[src/design/bba_pkg.sv]
// ----------------------------------------------------------------------------
// Buddy block allocator package
// Shared widths, flag and status codes, controller states and tree helpers.
// ----------------------------------------------------------------------------
package bba_pkg;

  localparam int TREE_LEVELS     = 10;
  localparam int MIN_BLOCK_BYTES = 128;

  localparam int ADDR_W     = 48;
  localparam int REQ_W      = 24;
  localparam int STAT_W     = 2;
  localparam int FLAG_W     = 3;
  localparam int MIN_SHIFT  = $clog2(MIN_BLOCK_BYTES);
  localparam int HEAP_SHIFT = MIN_SHIFT + TREE_LEVELS - 1;
  localparam int OFF_W      = HEAP_SHIFT;
  localparam int NODE_COUNT = (2 ** TREE_LEVELS) - 1;
  localparam int NODE_W     = TREE_LEVELS;
  localparam int IDX_W      = TREE_LEVELS - 1;
  localparam int LVL_W      = (TREE_LEVELS > 2) ? $clog2(TREE_LEVELS) : 1;
  localparam int SH_W       = $clog2(HEAP_SHIFT + 1);
  localparam int CMP_W      = (REQ_W > HEAP_SHIFT + 1) ? REQ_W : HEAP_SHIFT + 1;

  localparam logic [CMP_W-1:0] HEAP_BYTES =
    CMP_W'(MIN_BLOCK_BYTES) << (TREE_LEVELS - 1);

  localparam logic OP_ALLOC = 1'b0;
  localparam logic OP_FREE  = 1'b1;

  localparam logic [STAT_W-1:0] STAT_OK       = 2'd0;
  localparam logic [STAT_W-1:0] STAT_NO_SPACE = 2'd1;
  localparam logic [STAT_W-1:0] STAT_BAD_FREE = 2'd2;

  localparam logic [FLAG_W-1:0] FLAG_NONE        = 3'b000;
  localparam logic [FLAG_W-1:0] FLAG_VALID       = 3'b001;
  localparam logic [FLAG_W-1:0] FLAG_SPLIT       = 3'b010;
  localparam logic [FLAG_W-1:0] FLAG_ALLOC       = 3'b100;
  localparam logic [FLAG_W-1:0] FLAG_SPLIT_VALID = 3'b011;
  localparam logic [FLAG_W-1:0] FLAG_ALLOC_VALID = 3'b101;

  localparam logic [NODE_W-1:0] CLEAR_LAST = NODE_W'(NODE_COUNT - 1);

  typedef enum logic [3:0] {
    S_CLEAR,
    S_IDLE,
    S_DECODE,
    S_SCAN,
    S_SPLIT_A,
    S_SPLIT_B,
    S_MARK,
    S_FREE_RD,
    S_FREE_CK,
    S_MG_WR,
    S_MG_CK,
    S_MG_CLR,
    S_RESP
  } state_e;

  typedef struct packed {
    logic              we;
    logic [NODE_W-1:0] waddr;
    logic [FLAG_W-1:0] wdata;
    logic              re;
    logic [NODE_W-1:0] raddr;
  } mem_req_t;

  function automatic logic [NODE_W-1:0] node_addr(input logic [LVL_W-1:0] lvl,
                                                  input logic [IDX_W-1:0] idx);
    logic [NODE_W-1:0] one;
    one = NODE_W'(1);
    return ((one << lvl) - one) + NODE_W'(idx);
  endfunction

  function automatic logic [IDX_W-1:0] level_last(input logic [LVL_W-1:0] lvl);
    logic [NODE_W-1:0] one;
    one = NODE_W'(1);
    return IDX_W'((one << lvl) - one);
  endfunction

  function automatic logic [SH_W-1:0] block_shift(input logic [LVL_W-1:0] lvl);
    return SH_W'(HEAP_SHIFT) - SH_W'(lvl);
  endfunction

  function automatic logic req_fits(input logic [REQ_W-1:0] req);
    return CMP_W'(req) <= HEAP_BYTES;
  endfunction

  function automatic logic [LVL_W-1:0] want_level(input logic [REQ_W-1:0] req);
    logic [LVL_W-1:0] lvl;
    lvl = '0;
    for (int k = TREE_LEVELS - 1; k >= 0; k--) begin
      if (CMP_W'(req) <= (CMP_W'(MIN_BLOCK_BYTES) << k)) begin
        lvl = LVL_W'(TREE_LEVELS - 1 - k);
      end
    end
    return lvl;
  endfunction

endpackage

[src/design/bba_req_if.sv]
// ----------------------------------------------------------------------------
// Request channel
// Carries one allocate or free item with a valid/ready handshake.
// ----------------------------------------------------------------------------
interface bba_req_if;
  logic                         valid;
  logic                         ready;
  logic                         operation;
  logic [bba_pkg::REQ_W-1:0]    request_bytes;
  logic [bba_pkg::ADDR_W-1:0]   free_address;

  modport source (output valid, operation, request_bytes, free_address, input ready);
  modport sink   (input valid, operation, request_bytes, free_address, output ready);
endinterface

[src/design/bba_rsp_if.sv]
// ----------------------------------------------------------------------------
// Response channel
// Carries one result item with a valid/ready handshake.
// ----------------------------------------------------------------------------
interface bba_rsp_if;
  logic                         valid;
  logic                         ready;
  logic [bba_pkg::ADDR_W-1:0]   block_address;
  logic [bba_pkg::STAT_W-1:0]   status;

  modport source (output valid, block_address, status, input ready);
  modport sink   (input valid, block_address, status, output ready);
endinterface

[src/design/buddy_block_allocator.sv]
// ----------------------------------------------------------------------------
// Buddy block allocator
// Allocates and frees power-of-two blocks of a heap from a binary tree of
// node flags held in a single-port-write, single-port-read memory.
// An allocate is paced by a scan of one node per cycle through the flag memory,
// from the wanted level up to the root; a free walks the tree one level at a time.
// One item is in work at a time; the result register lets the next item in.
// After reset a clearing pass writes every node, the root as valid, before the
// first item is accepted.
// ----------------------------------------------------------------------------
module buddy_block_allocator (
  input  logic                        clk_i,
  input  logic                        rst_ni,
  input  logic                        cfg_we_i,
  input  logic [bba_pkg::ADDR_W-1:0]  cfg_wdata_i,
  bba_req_if.sink                     req_i,
  bba_rsp_if.source                   rsp_o
);

  logic [bba_pkg::ADDR_W-1:0] heap_base_q;
  logic                       out_vld_q;
  logic [bba_pkg::ADDR_W-1:0] out_addr_q;
  logic [bba_pkg::STAT_W-1:0] out_stat_q;

  logic                       res_valid;
  logic                       res_ready;
  logic [bba_pkg::ADDR_W-1:0] res_addr;
  logic [bba_pkg::STAT_W-1:0] res_status;
  bba_pkg::mem_req_t          mem_req;
  logic [bba_pkg::FLAG_W-1:0] mem_rdata;

  assign res_ready = !out_vld_q || rsp_o.ready;

  bba_ctrl u_ctrl (
    .clk_i        (clk_i),
    .rst_ni       (rst_ni),
    .in_valid_i   (req_i.valid),
    .in_ready_o   (req_i.ready),
    .op_i         (req_i.operation),
    .req_bytes_i  (req_i.request_bytes),
    .free_addr_i  (req_i.free_address),
    .heap_base_i  (heap_base_q),
    .res_valid_o  (res_valid),
    .res_ready_i  (res_ready),
    .res_addr_o   (res_addr),
    .res_status_o (res_status),
    .mem_req_o    (mem_req),
    .mem_rdata_i  (mem_rdata)
  );

  bba_node_ram u_ram (
    .clk_i     (clk_i),
    .mem_req_i (mem_req),
    .rdata_o   (mem_rdata)
  );

  always_ff @(posedge clk_i or negedge rst_ni) begin
    if (!rst_ni) begin
      heap_base_q <= '0;
      out_vld_q   <= 1'b0;
    end else begin
      if (cfg_we_i) begin
        heap_base_q <= cfg_wdata_i;
      end
      if (res_valid && res_ready) begin
        out_vld_q <= 1'b1;
      end else if (rsp_o.ready) begin
        out_vld_q <= 1'b0;
      end
    end
  end

  always_ff @(posedge clk_i) begin
    if (res_valid && res_ready) begin
      out_addr_q <= res_addr;
      out_stat_q <= res_status;
    end
  end

  assign rsp_o.valid         = out_vld_q;
  assign rsp_o.block_address = out_addr_q;
  assign rsp_o.status        = out_stat_q;

endmodule

[src/design/bba_node_ram.sv]
// ----------------------------------------------------------------------------
// Node flag memory
// One write port and one read port with registered read data.
// ----------------------------------------------------------------------------
module bba_node_ram (
  input  logic                        clk_i,
  input  bba_pkg::mem_req_t           mem_req_i,
  output logic [bba_pkg::FLAG_W-1:0]  rdata_o
);

  logic [bba_pkg::FLAG_W-1:0] mem_q [bba_pkg::NODE_COUNT];
  logic [bba_pkg::FLAG_W-1:0] rdata_q;

  always_ff @(posedge clk_i) begin
    if (mem_req_i.we) begin
      mem_q[mem_req_i.waddr] <= mem_req_i.wdata;
    end
    if (mem_req_i.re) begin
      rdata_q <= mem_q[mem_req_i.raddr];
    end
  end

  assign rdata_o = rdata_q;

endmodule

[src/design/bba_ctrl.sv]
// ----------------------------------------------------------------------------
// Allocator sequencer
// Walks the node flag memory, at most one read and one write per cycle, to allocate and free blocks.
// ----------------------------------------------------------------------------
module bba_ctrl (
  input  logic                        clk_i,
  input  logic                        rst_ni,
  input  logic                        in_valid_i,
  output logic                        in_ready_o,
  input  logic                        op_i,
  input  logic [bba_pkg::REQ_W-1:0]   req_bytes_i,
  input  logic [bba_pkg::ADDR_W-1:0]  free_addr_i,
  input  logic [bba_pkg::ADDR_W-1:0]  heap_base_i,
  output logic                        res_valid_o,
  input  logic                        res_ready_i,
  output logic [bba_pkg::ADDR_W-1:0]  res_addr_o,
  output logic [bba_pkg::STAT_W-1:0]  res_status_o,
  output bba_pkg::mem_req_t           mem_req_o,
  input  logic [bba_pkg::FLAG_W-1:0]  mem_rdata_i
);

  bba_pkg::state_e state_q, state_d;

  logic [bba_pkg::NODE_W-1:0] clr_q, clr_d;
  logic                       op_q, op_d;
  logic [bba_pkg::REQ_W-1:0]  reqb_q, reqb_d;
  logic [bba_pkg::ADDR_W-1:0] faddr_q, faddr_d;
  logic [bba_pkg::LVL_W-1:0]  want_q, want_d;
  logic [bba_pkg::LVL_W-1:0]  lvl_q, lvl_d;
  logic [bba_pkg::IDX_W-1:0]  idx_q, idx_d;
  logic                       iss_done_q, iss_done_d;
  logic                       p_vld_q, p_vld_d;
  logic [bba_pkg::LVL_W-1:0]  p_lvl_q, p_lvl_d;
  logic [bba_pkg::IDX_W-1:0]  p_idx_q, p_idx_d;
  logic [bba_pkg::OFF_W-1:0]  off_q, off_d;
  logic [bba_pkg::ADDR_W-1:0] res_addr_q, res_addr_d;
  logic [bba_pkg::STAT_W-1:0] res_stat_q, res_stat_d;

  logic                       accept;
  logic                       fits;
  logic [bba_pkg::ADDR_W-1:0] free_diff;
  logic                       free_oob;
  logic                       scan_hit;
  logic                       scan_empty;
  logic                       scan_last;
  logic [bba_pkg::SH_W-1:0]   free_sh;
  logic [bba_pkg::OFF_W-1:0]  free_mask;
  logic                       misaligned;
  logic [bba_pkg::IDX_W-1:0]  free_idx;
  logic [bba_pkg::LVL_W-1:0]  lvl_inc;
  logic                       node_valid;
  logic                       node_alloc;
  logic                       buddy_busy;

  assign accept     = in_valid_i && (state_q == bba_pkg::S_IDLE);
  assign fits       = bba_pkg::req_fits(reqb_q);
  assign free_diff  = faddr_q - heap_base_i;
  assign free_oob   = |free_diff[bba_pkg::ADDR_W-1:bba_pkg::OFF_W];
  assign scan_hit   = p_vld_q && (mem_rdata_i == bba_pkg::FLAG_VALID);
  assign scan_empty = iss_done_q && !p_vld_q;
  assign scan_last  = (idx_q == bba_pkg::level_last(lvl_q));
  assign free_sh    = bba_pkg::block_shift(lvl_q);
  assign free_mask  = (bba_pkg::OFF_W'(1) << free_sh) - bba_pkg::OFF_W'(1);
  assign misaligned = |(off_q & free_mask);
  assign free_idx   = bba_pkg::IDX_W'(off_q >> free_sh);
  assign lvl_inc    = lvl_q + bba_pkg::LVL_W'(1);
  assign node_valid = |(mem_rdata_i & bba_pkg::FLAG_VALID);
  assign node_alloc = |(mem_rdata_i & bba_pkg::FLAG_ALLOC);
  assign buddy_busy = |(mem_rdata_i & (bba_pkg::FLAG_SPLIT | bba_pkg::FLAG_ALLOC));

  always_comb begin
    state_d = state_q;
    unique case (state_q)
      bba_pkg::S_CLEAR: begin
        if (clr_q == bba_pkg::CLEAR_LAST) state_d = bba_pkg::S_IDLE;
      end
      bba_pkg::S_IDLE: begin
        if (accept) state_d = bba_pkg::S_DECODE;
      end
      bba_pkg::S_DECODE: begin
        if (op_q == bba_pkg::OP_ALLOC) begin
          state_d = fits ? bba_pkg::S_SCAN : bba_pkg::S_RESP;
        end else begin
          state_d = free_oob ? bba_pkg::S_RESP : bba_pkg::S_FREE_RD;
        end
      end
      bba_pkg::S_SCAN: begin
        if (scan_hit) begin
          state_d = (p_lvl_q < want_q) ? bba_pkg::S_SPLIT_A : bba_pkg::S_MARK;
        end else if (scan_empty) begin
          state_d = bba_pkg::S_RESP;
        end
      end
      bba_pkg::S_SPLIT_A: state_d = bba_pkg::S_SPLIT_B;
      bba_pkg::S_SPLIT_B: begin
        state_d = (lvl_inc < want_q) ? bba_pkg::S_SPLIT_A : bba_pkg::S_MARK;
      end
      bba_pkg::S_MARK: state_d = bba_pkg::S_RESP;
      bba_pkg::S_FREE_RD: begin
        state_d = misaligned ? bba_pkg::S_RESP : bba_pkg::S_FREE_CK;
      end
      bba_pkg::S_FREE_CK: begin
        if (node_valid) begin
          state_d = node_alloc ? bba_pkg::S_MG_WR : bba_pkg::S_RESP;
        end else begin
          state_d = (lvl_q == '0) ? bba_pkg::S_RESP : bba_pkg::S_FREE_RD;
        end
      end
      bba_pkg::S_MG_WR: begin
        state_d = (lvl_q == '0) ? bba_pkg::S_RESP : bba_pkg::S_MG_CK;
      end
      bba_pkg::S_MG_CK: begin
        state_d = buddy_busy ? bba_pkg::S_RESP : bba_pkg::S_MG_CLR;
      end
      bba_pkg::S_MG_CLR: state_d = bba_pkg::S_MG_WR;
      bba_pkg::S_RESP: begin
        if (res_ready_i) state_d = bba_pkg::S_IDLE;
      end
      default: state_d = bba_pkg::S_CLEAR;
    endcase
  end

  always_comb begin
    clr_d      = clr_q;
    op_d       = op_q;
    reqb_d     = reqb_q;
    faddr_d    = faddr_q;
    want_d     = want_q;
    lvl_d      = lvl_q;
    idx_d      = idx_q;
    iss_done_d = iss_done_q;
    p_vld_d    = p_vld_q;
    p_lvl_d    = p_lvl_q;
    p_idx_d    = p_idx_q;
    off_d      = off_q;
    res_addr_d = res_addr_q;
    res_stat_d = res_stat_q;
    mem_req_o  = '0;
    unique case (state_q)
      bba_pkg::S_CLEAR: begin
        mem_req_o.we    = 1'b1;
        mem_req_o.waddr = clr_q;
        mem_req_o.wdata = (clr_q == '0) ? bba_pkg::FLAG_VALID : bba_pkg::FLAG_NONE;
        clr_d           = clr_q + bba_pkg::NODE_W'(1);
      end
      bba_pkg::S_IDLE: begin
        if (accept) begin
          op_d    = op_i;
          reqb_d  = req_bytes_i;
          faddr_d = free_addr_i;
        end
      end
      bba_pkg::S_DECODE: begin
        res_addr_d = '0;
        if (op_q == bba_pkg::OP_ALLOC) begin
          res_stat_d = bba_pkg::STAT_NO_SPACE;
          want_d     = bba_pkg::want_level(reqb_q);
          lvl_d      = bba_pkg::want_level(reqb_q);
          idx_d      = '0;
          iss_done_d = 1'b0;
          p_vld_d    = 1'b0;
        end else begin
          res_stat_d = bba_pkg::STAT_BAD_FREE;
          off_d      = free_diff[bba_pkg::OFF_W-1:0];
          lvl_d      = bba_pkg::LVL_W'(bba_pkg::TREE_LEVELS - 1);
        end
      end
      bba_pkg::S_SCAN: begin
        if (scan_hit) begin
          lvl_d   = p_lvl_q;
          idx_d   = p_idx_q;
          p_vld_d = 1'b0;
        end else begin
          mem_req_o.re    = !iss_done_q;
          mem_req_o.raddr = bba_pkg::node_addr(lvl_q, idx_q);
          p_vld_d         = !iss_done_q;
          p_lvl_d         = lvl_q;
          p_idx_d         = idx_q;
          if (!iss_done_q) begin
            if (scan_last) begin
              if (lvl_q == '0) begin
                iss_done_d = 1'b1;
              end else begin
                lvl_d = lvl_q - bba_pkg::LVL_W'(1);
                idx_d = '0;
              end
            end else begin
              idx_d = idx_q + bba_pkg::IDX_W'(1);
            end
          end
        end
      end
      bba_pkg::S_SPLIT_A: begin
        mem_req_o.we    = 1'b1;
        mem_req_o.waddr = bba_pkg::node_addr(lvl_q, idx_q);
        mem_req_o.wdata = bba_pkg::FLAG_SPLIT_VALID;
      end
      bba_pkg::S_SPLIT_B: begin
        mem_req_o.we    = 1'b1;
        mem_req_o.waddr = bba_pkg::node_addr(lvl_inc, (idx_q << 1) | bba_pkg::IDX_W'(1));
        mem_req_o.wdata = bba_pkg::FLAG_VALID;
        lvl_d           = lvl_inc;
        idx_d           = idx_q << 1;
      end
      bba_pkg::S_MARK: begin
        mem_req_o.we    = 1'b1;
        mem_req_o.waddr = bba_pkg::node_addr(lvl_q, idx_q);
        mem_req_o.wdata = bba_pkg::FLAG_ALLOC_VALID;
        res_addr_d      = heap_base_i +
                          (bba_pkg::ADDR_W'(idx_q) << bba_pkg::block_shift(lvl_q));
        res_stat_d      = bba_pkg::STAT_OK;
      end
      bba_pkg::S_FREE_RD: begin
        mem_req_o.re    = !misaligned;
        mem_req_o.raddr = bba_pkg::node_addr(lvl_q, free_idx);
        idx_d           = free_idx;
      end
      bba_pkg::S_FREE_CK: begin
        if (!node_valid && (lvl_q != '0)) begin
          lvl_d = lvl_q - bba_pkg::LVL_W'(1);
        end
      end
      bba_pkg::S_MG_WR: begin
        mem_req_o.we    = 1'b1;
        mem_req_o.waddr = bba_pkg::node_addr(lvl_q, idx_q);
        mem_req_o.wdata = bba_pkg::FLAG_VALID;
        mem_req_o.re    = (lvl_q != '0);
        mem_req_o.raddr = bba_pkg::node_addr(lvl_q, idx_q ^ bba_pkg::IDX_W'(1));
        res_stat_d      = bba_pkg::STAT_OK;
      end
      bba_pkg::S_MG_CK: begin
        mem_req_o.we    = !buddy_busy;
        mem_req_o.waddr = bba_pkg::node_addr(lvl_q, idx_q ^ bba_pkg::IDX_W'(1));
        mem_req_o.wdata = bba_pkg::FLAG_NONE;
      end
      bba_pkg::S_MG_CLR: begin
        mem_req_o.we    = 1'b1;
        mem_req_o.waddr = bba_pkg::node_addr(lvl_q, idx_q);
        mem_req_o.wdata = bba_pkg::FLAG_NONE;
        lvl_d           = lvl_q - bba_pkg::LVL_W'(1);
        idx_d           = idx_q >> 1;
      end
      bba_pkg::S_RESP: begin
      end
      default: begin
      end
    endcase
  end

  always_ff @(posedge clk_i or negedge rst_ni) begin
    if (!rst_ni) begin
      state_q    <= bba_pkg::S_CLEAR;
      clr_q      <= '0;
      iss_done_q <= 1'b0;
      p_vld_q    <= 1'b0;
    end else begin
      state_q    <= state_d;
      clr_q      <= clr_d;
      iss_done_q <= iss_done_d;
      p_vld_q    <= p_vld_d;
    end
  end

  always_ff @(posedge clk_i) begin
    op_q       <= op_d;
    reqb_q     <= reqb_d;
    faddr_q    <= faddr_d;
    want_q     <= want_d;
    lvl_q      <= lvl_d;
    idx_q      <= idx_d;
    p_lvl_q    <= p_lvl_d;
    p_idx_q    <= p_idx_d;
    off_q      <= off_d;
    res_addr_q <= res_addr_d;
    res_stat_q <= res_stat_d;
  end

  assign in_ready_o   = (state_q == bba_pkg::S_IDLE);
  assign res_valid_o  = (state_q == bba_pkg::S_RESP);
  assign res_addr_o   = res_addr_q;
  assign res_status_o = res_stat_q;

endmodule
[src/flat_wrapper.sv]
// flat-port wrapper written by rule: the top's interface ports become plain ports
module buddy_block_allocator_flat 
  (clk_i, rst_ni, cfg_we_i, cfg_wdata_i, req_i_valid, req_i_operation, req_i_request_bytes, req_i_free_address, req_i_ready, rsp_o_valid, rsp_o_block_address, rsp_o_status, rsp_o_ready);
  bba_req_if req_i_i ();
  bba_rsp_if rsp_o_i ();
  input  logic clk_i;
  input  logic rst_ni;
  input  logic cfg_we_i;
  input  logic [bba_pkg::ADDR_W-1:0] cfg_wdata_i;
  input wire logic [$bits(req_i_i.valid)-1:0] req_i_valid;
  input wire logic [$bits(req_i_i.operation)-1:0] req_i_operation;
  input wire logic [$bits(req_i_i.request_bytes)-1:0] req_i_request_bytes;
  input wire logic [$bits(req_i_i.free_address)-1:0] req_i_free_address;
  output wire logic [$bits(req_i_i.ready)-1:0] req_i_ready;
  output wire logic [$bits(rsp_o_i.valid)-1:0] rsp_o_valid;
  output wire logic [$bits(rsp_o_i.block_address)-1:0] rsp_o_block_address;
  output wire logic [$bits(rsp_o_i.status)-1:0] rsp_o_status;
  input wire logic [$bits(rsp_o_i.ready)-1:0] rsp_o_ready;
  assign req_i_i.valid = req_i_valid;
  assign req_i_i.operation = req_i_operation;
  assign req_i_i.request_bytes = req_i_request_bytes;
  assign req_i_i.free_address = req_i_free_address;
  assign req_i_ready = req_i_i.ready;
  assign rsp_o_valid = rsp_o_i.valid;
  assign rsp_o_block_address = rsp_o_i.block_address;
  assign rsp_o_status = rsp_o_i.status;
  assign rsp_o_i.ready = rsp_o_ready;
  buddy_block_allocator u_core (.clk_i(clk_i), .rst_ni(rst_ni), .cfg_we_i(cfg_we_i), .cfg_wdata_i(cfg_wdata_i), .req_i(req_i_i), .rsp_o(rsp_o_i));
endmodule
[config.mk]
export PLATFORM = sky130hd
export DESIGN_NAME = buddy_block_allocator_flat
export DESIGN_NICKNAME = d
export VERILOG_FILES = /design/src/design/bba_pkg.sv /design/src/design/bba_req_if.sv /design/src/design/bba_rsp_if.sv /design/src/design/buddy_block_allocator.sv /design/src/design/bba_node_ram.sv /design/src/design/bba_ctrl.sv /design/src/flat_wrapper.sv
export SDC_FILE = /design/constraint.sdc
export NUM_CORES = 2
export LEC_CHECK = 0
export BUFFER_PORTS_ARGS = -buffer_cell sky130_fd_sc_hd__clkbuf_2
export CORE_MARGIN = 1
export CORE_UTILIZATION = 45
export CTS_CLUSTER_DIAMETER = 30
export CTS_CLUSTER_SIZE = 8
export DETAILED_ROUTE_END_ITERATION = 8
export SYNTH_ARGS = -nofsm -noshare
export SYNTH_HDL_FRONTEND = slang
export SYNTH_HIERARCHICAL = 1
export SYNTH_SLANG_ARGS = --single-unit
[constraint.sdc]
create_clock -name clk_i -period 70.5 [get_ports clk_i]
set_clock_uncertainty 0.15 [all_clocks]
set_input_delay 10.575 -clock clk_i [delete_from_list [all_inputs] [get_ports clk_i]]
set_output_delay 10.575 -clock clk_i [all_outputs]
set_load 0.005 [all_outputs]
# Yosys cells after proc, flatten, opt, wreduce, memory -nomap -nowiden
# Memories as Yosys holds them, arrays and structs flattened. A register that Yosys moved wholly into a read port is not among the register bits.
# Cells that the tools add are included.
[op_classes]
addsub = 14
magnitude_cmp = 12
eq_ne = 26
shifts = 5
n_mux = 58
bitwise_logic = 4
reduce_logical = 35
[op_table]
columns = ["cell", "count"]
rows = [
  ["$pmux W14 S7", 1],
  ["$mux W4", 24],
  ["$pmux W48 S2", 1],
  ["$pmux W4 S13", 1],
  ["$add A48 B48 Y48", 1],
  ["$shl A9 B5 Y48", 1],
  ["$sub A48 B48 Y48", 1],
  ["$mux W9", 5],
  ["$pmux W9 S5", 1],
  ["$add A10 B9 Y10", 4],
  ["$pmux W11 S3", 1],
  ["$reduce_or A32 Y1", 1],
  ["$le A24 B10 Y1 const B", 1],
  ["$le A24 B11 Y1 const B", 1],
  ["$le A24 B12 Y1 const B", 1],
  ["$le A24 B13 Y1 const B", 1],
  ["$le A24 B14 Y1 const B", 1],
  ["$le A24 B15 Y1 const B", 1],
  ["$le A24 B16 Y1 const B", 1],
  ["$le A24 B17 Y1 const B", 1],
  ["$le A24 B8 Y1 const B", 1],
  ["$le A24 B9 Y1 const B", 1],
  ["$eq A4 B4 Y1 const B", 5],
  ["$pmux W4 S5", 1],
  ["43 further kinds", 96],
]
[totals]
regBits = 284
ramBits = 3069
in_bits = 126
output_inout_bits = 52
elab_cells = 174
mem_count = 1
[mem_list]
columns = ["name", "words", "width", "rd", "rd_clocked_by_memory_dff", "write_ports", "line", "rtl"]
rows = [
  ["u_core.u_ram.mem_q", 1023, 3, 1, 1, 1, "bba_node_ram.sv:11", "logic [bba_pkg::FLAG_W-1:0] mem_q [bba_pkg::NODE_COUNT];"],
]

# Logic depth before layout (Yosys ltp)
[logic_depth]
word_depth = 12
ltp_mapped = 30
mapped_depth_nobuf = 26

# Hierarchy
# The synthesis kept the hierarchy.
[by_module_without_submodules]
columns = ["mod", "n_inst", "cells_each", "area_each_um2"]
rows = [
  ["bba_node_ram", 1, 6532, 123418.4],
  ["bba_ctrl", 1, 1906, 16457.0],
  ["buddy_block_allocator", 1, 155, 3405.8],
]

# Least setup slack after synthesis
# No wires, ideal clock.
[synth_path]
kind = "register to register"
start = "register u_core.u_ctrl.state_q[1]"
end = "memory u_core/u_ram/mem_q[0][0] (netlist bit), data pin"
setup_ns = 8.119
arrival_ns = 40.638
slack_ns = 21.592
stages_incl_launch_ff = 7
path_buffers = 2
synth_period_minus_slack_ns = 48.908
cell_sequence = "dfrtp_1 clkbuf_1 clkbuf_1 nor4b_1 a31o_2 a21oi_1 o21ai_0"
[synth_lines]
columns = ["item", "line", "rtl"]
rows = [
  ["start: declaration", "bba_ctrl.sv:22", "bba_pkg::state_e state_q, state_d;"],
  ["start signal: assignment", "bba_ctrl.sv:252", "state_q <= bba_pkg::S_CLEAR;"],
  ["start signal: assignment", "bba_ctrl.sv:257", "state_q <= state_d;"],
  ["end: declaration", "bba_node_ram.sv:11", ""],
]

# Worst setup path in the final report
[layout_path]
start = "register u_core.u_ctrl.state_q[0]"
end = "output port req_i_ready"
[layout_between]
elab_chain_cells = 1
[layout_rtl]
columns = ["item", "line", "rtl"]
rows = [
  ["$eq A4 B1 Y1", "bba_ctrl.sv:278", "assign in_ready_o = (state_q == bba_pkg::S_IDLE);"],
  ["end: declaration", "flat_wrapper.sv:14", "output wire logic [$bits(req_i_i.ready)-1:0] req_i_ready;"],
]
# Every way passes these cells.

==> results.md <==
* Register area share after synthesis at 0.7011
* Routed vias at 84019
* Max clock buf depth at 4
* Sw power at 2.841 mW
* Unique cell type count in the Yosys netlist at 107
* Max Cap Violations at 0
* Number of flops mapped to enable cells by yosys at 3291
* Launch point of the worst reg-to-reg path: u_core/u_ctrl/lvl_q[0]$_DFFE_PP_
* Fmax at 0.07633 GHz
* Combinational fraction of design power at 0.312
* Final Setup Violations at 0
* Synth Flop Type: edfxtp_1
* Clk pwr share at 0.369
* First drt pass iteration count at 8
* Flop and latch count out of synthesis at 3356
* Port bufs at 177
* Share of layout cells above drive strength 1 at 0.2369
* Tot GR Track Use at 0.2585
* CP required at 59770 ps
* Number of H-tree levels at 6
* Most common cell after layout, fill and taps aside: edfxtp_1
* Post-Syn Nets at 8860
* Critical path fanouts, max at 16
* Overall die area at 320700 sq um
* FILL cells at 24685
* Largest net degree at the start of global routing at 229
* CP Cell Sequence: inv_1 -> nor2_1 -> nand2_1 -> inv_1 -> clkbuf_2
* Layout Nets at 9313
* Critical path launch point type: register
* Buf/Inv on CP at 3
* CTS tree: done
* Post-Syn Instances at 8593
* Die X-Extent at 566.3 microns
* Sequential Power Share at 0.318
* Worst Hold Depth at 0
* Worst-margin pin slew at 1442 ps
* Sw Ratio at 0.3590
* Critical Path Source: u_core/u_ctrl/state_q[0]$_DFFE_PN0P_
* Wirelength per Cell at 30.53 microns
* Post-CTS Setup Repair Bufs at 0
* Global-route wire length before repair at 605.3 mm
* Gp weighted congestion at 0.8916
* Drt total wl at 418.4 mm
* WS Path Type: reg2out
* Vias in the first global route at 85684
* I/O Pins at 178
* Most frequent cells in the layout: 3291 x edfxtp_1, 1271 x nor2_1, 716 x mux4_2, 655 x clkbuf_16, 414 x nand2_1
* Ys async rst share at 0.01937
* Outcome: finished, final reports clean
* Clock Latency Late Sink at 1050 ps
* Period utilization at 0.1858
* Crit path max-delay family: flip-flops
* Total number of yosys warnings at 6
* DRT iter0 DRCs at 10644
* Most frequent CP cell: inv_1
* Final slew viol count at 0
* RSZ-0062 raised after global routing: false
* Core ar. at 315700 sq um
* Row cnt at 206
* Residual DRC at 0
* Critical Path End Type: output port
* Hold_sp: u_core/u_ctrl/res_addr_o[41]$_SDFFCE_PN0P_
* CP Depth at 5
* Syn-to-layout area delta at 18.17%
* Power Total at 7.913 mW
* Mapped Area at 143300 sq um
* Static Leak at 56.89 nW
* Antenna violations before repair at 22
* Worst slew margin at 0.02972
* Die Span Y at 566.3 microns
* Register-to-Register Path Depth at 23
* Peak supply drop at 0.07067 mV
* CTS Buf Count at 645
* Hold buffer count at CTS at 0
* Antenna Violating Nets Remaining at 0
* Detailed placement HPWL at 245.8 mm
* FF-to-FF setup slack at 60610 ps
* Clock sinks at 3356
* Worst min path class: reg2reg
* Clk Tree Root Cell: clkbuf_16
* Slowest Stage Delay on Critical Path at 600 ps
* P per Cell Area at 46.74 nW/um^2
* Via/cell ratio at 6.130
* Crit path arrival time at 2380 ps
* Final-report hold violation count at 0
* Setup_tns at 0 ps
* CTS clk-pin slew, worst paths at 40 ps
* Initial Util at 0.4538
* Gr ovfl total at 0
* Critical R2R Capture: u_core/u_ram/rdata_o[2]$_DFFE_PP_
* Post-cts sizing count at 0
* Post-Route Utilization at 0.5362
* P_int at 5.072 mW
* CP Capture Point: req_i_ready
* CP max stage cell: dfrtp_1
* Avg Inst Size Synth at 16.67 sq um
* Minimum clock period at 13100 ps
-- worst reg2reg max path: stages (launching register included) --
cell	delay, ps
edfxtp_1	370
inv_1	450
ha_1	350
ha_1	280
inv_1	540
o211ai_1	210
o311a_1	190
a211oi_1	450
ha_1	260
inv_1	50
fa_1	460
o22a_1	210
o21ai_4	240
buf_4	460
buf_4	770
buf_4	690
buf_4	580
mux4_2	340
nand2_1	70
a31oi_1	280
o22ai_2	320
nor4_1	1250
a211oi_2	310
a221oi_2	390
-- cell usage after synthesis (all sizes together) (32+ instances only) --
| cell | instances | share of area |
|---|---|---|
| a211oi | 56 | 0.0030 |
| a21o | 59 | 0.0031 |
| a21oi | 236 | 0.0084 |
| a22oi | 56 | 0.0029 |
| a31oi | 48 | 0.0021 |
| and3 | 41 | 0.0018 |
| buf | 306 | 0.016 |
| clkbuf | 282 | 0.0074 |
| dfrtp | 65 | 0.011 |
| edfxtp | 3291 | 0.69 |
| ha | 135 | 0.012 |
| inv | 117 | 0.0031 |
| mux2 | 71 | 0.0061 |
| mux2i | 259 | 0.018 |
| mux4 | 725 | 0.11 |
| nand2 | 425 | 0.011 |
| nand2b | 44 | 0.0019 |
| nand3 | 118 | 0.0041 |
| nand4 | 38 | 0.0017 |
| nor2 | 1278 | 0.033 |
| nor2b | 38 | 0.0017 |
| nor3 | 107 | 0.0039 |
| nor4 | 32 | 0.0016 |
| o21ai | 151 | 0.0053 |
| o221ai | 72 | 0.0045 |
| o22ai | 81 | 0.0035 |
| xnor2 | 66 | 0.0040 |
| xor2 | 45 | 0.0028 |
-- power by group through the flow --
stage | logic, mW | registers, mW | clock network (mW)
global route | 2.57 | 2.52 | 3.05
global placement | 2.40 | 2.55 | 0
floorplan | 1.38 | 3.15 | 0
detailed placement | 2.43 | 2.55 | 0
finish | 2.47 | 2.52 | 2.92
CTS | 2.44 | 2.51 | 2.96
-- cell type report --
| class | instances | area (sq um) | share of cell area |
|---|---|---|---|
| Clock inverter | 367 | 4033 | 0.02382 |
| Antenna cell | 6 | 15.01 | 0.00008868 |
| Sequential cell | 3356 | 100500 | 0.5933 |
| Clock buffer | 774 | 16890 | 0.09974 |
| Inverter | 119 | 471.7 | 0.002786 |
| Multi-Input combinational cell | 4530 | 39540 | 0.2335 |
| Timing Repair Buffer | 394 | 2705 | 0.01598 |
| Tap cell | 4160 | 5205 | 0.03074 |
-- through the flow --
stage          setup slack [ps]  hold slack [ps]  area (sq um)  std cells
6_report                  57400            268.4        169300      13706
5_1_grt                   57230            276.2        169300      13701
4_1_cts                   57350            273.5        169300      13700
3_5_place_dp              58380            259.0        148400      12559
3_3_place_gp              58350            263.4        148400      12559
2_1_floorplan             21590            250.3        143300       8593
-- cells by family (layout without fill, tap and decap cells) --
logic type	Yosys count	in the layout	share of synthesized area
other	0	6	0
AND/OR/NAND/NOR	2214	2214	0.06588
XOR/XNOR	111	111	0.006785
buffers and inverters	707	1654	0.02690
AO/OA/AOI/OAI	1009	1009	0.04833
adder cells (fa/ha/maj)	141	141	0.01263
flip-flops	3356	3356	0.7011
multiplexers	1055	1055	0.1384
-- flip-flops by register name (all words and copies together), names as in the netlist, 9 cells and up --
signal                      cells
u_core/u_ctrl/off_q            16
u_core/u_ram/mem_q           3069
u_core/u_ctrl/reqb_q           24
u_core/rsp_o.block_address     48
u_core/u_ctrl/idx_q             9
u_core/heap_base_q             48
u_core/u_ctrl/faddr_q          48
u_core/u_ctrl/res_addr_o       48
u_core/u_ctrl/p_idx_q           9
u_core/u_ctrl/clr_q            10
-- layer usage --
metal	part of all wire	GRT usage	vias to the layer above
met3	0.10	0.05765	761
met1	0.39	0.3556	43648
met4	0.036	0.09355	6
li1	-	-	35055
met2	0.47	0.4056	4549
met5	0.00010	0	-
-- worst min path at each step --
stage                                               end
4_1_cts        u_core/rsp_o.block_address[41]$_DFFE_PP_
2_1_floorplan   u_core/rsp_o.block_address[0]$_DFFE_PP_
6_report       u_core/rsp_o.block_address[41]$_DFFE_PP_
5_1_grt        u_core/rsp_o.block_address[43]$_DFFE_PP_
3_3_place_gp   u_core/rsp_o.block_address[47]$_DFFE_PP_
3_5_place_dp   u_core/rsp_o.block_address[35]$_DFFE_PP_
Power figures use the tool's default switching activity.
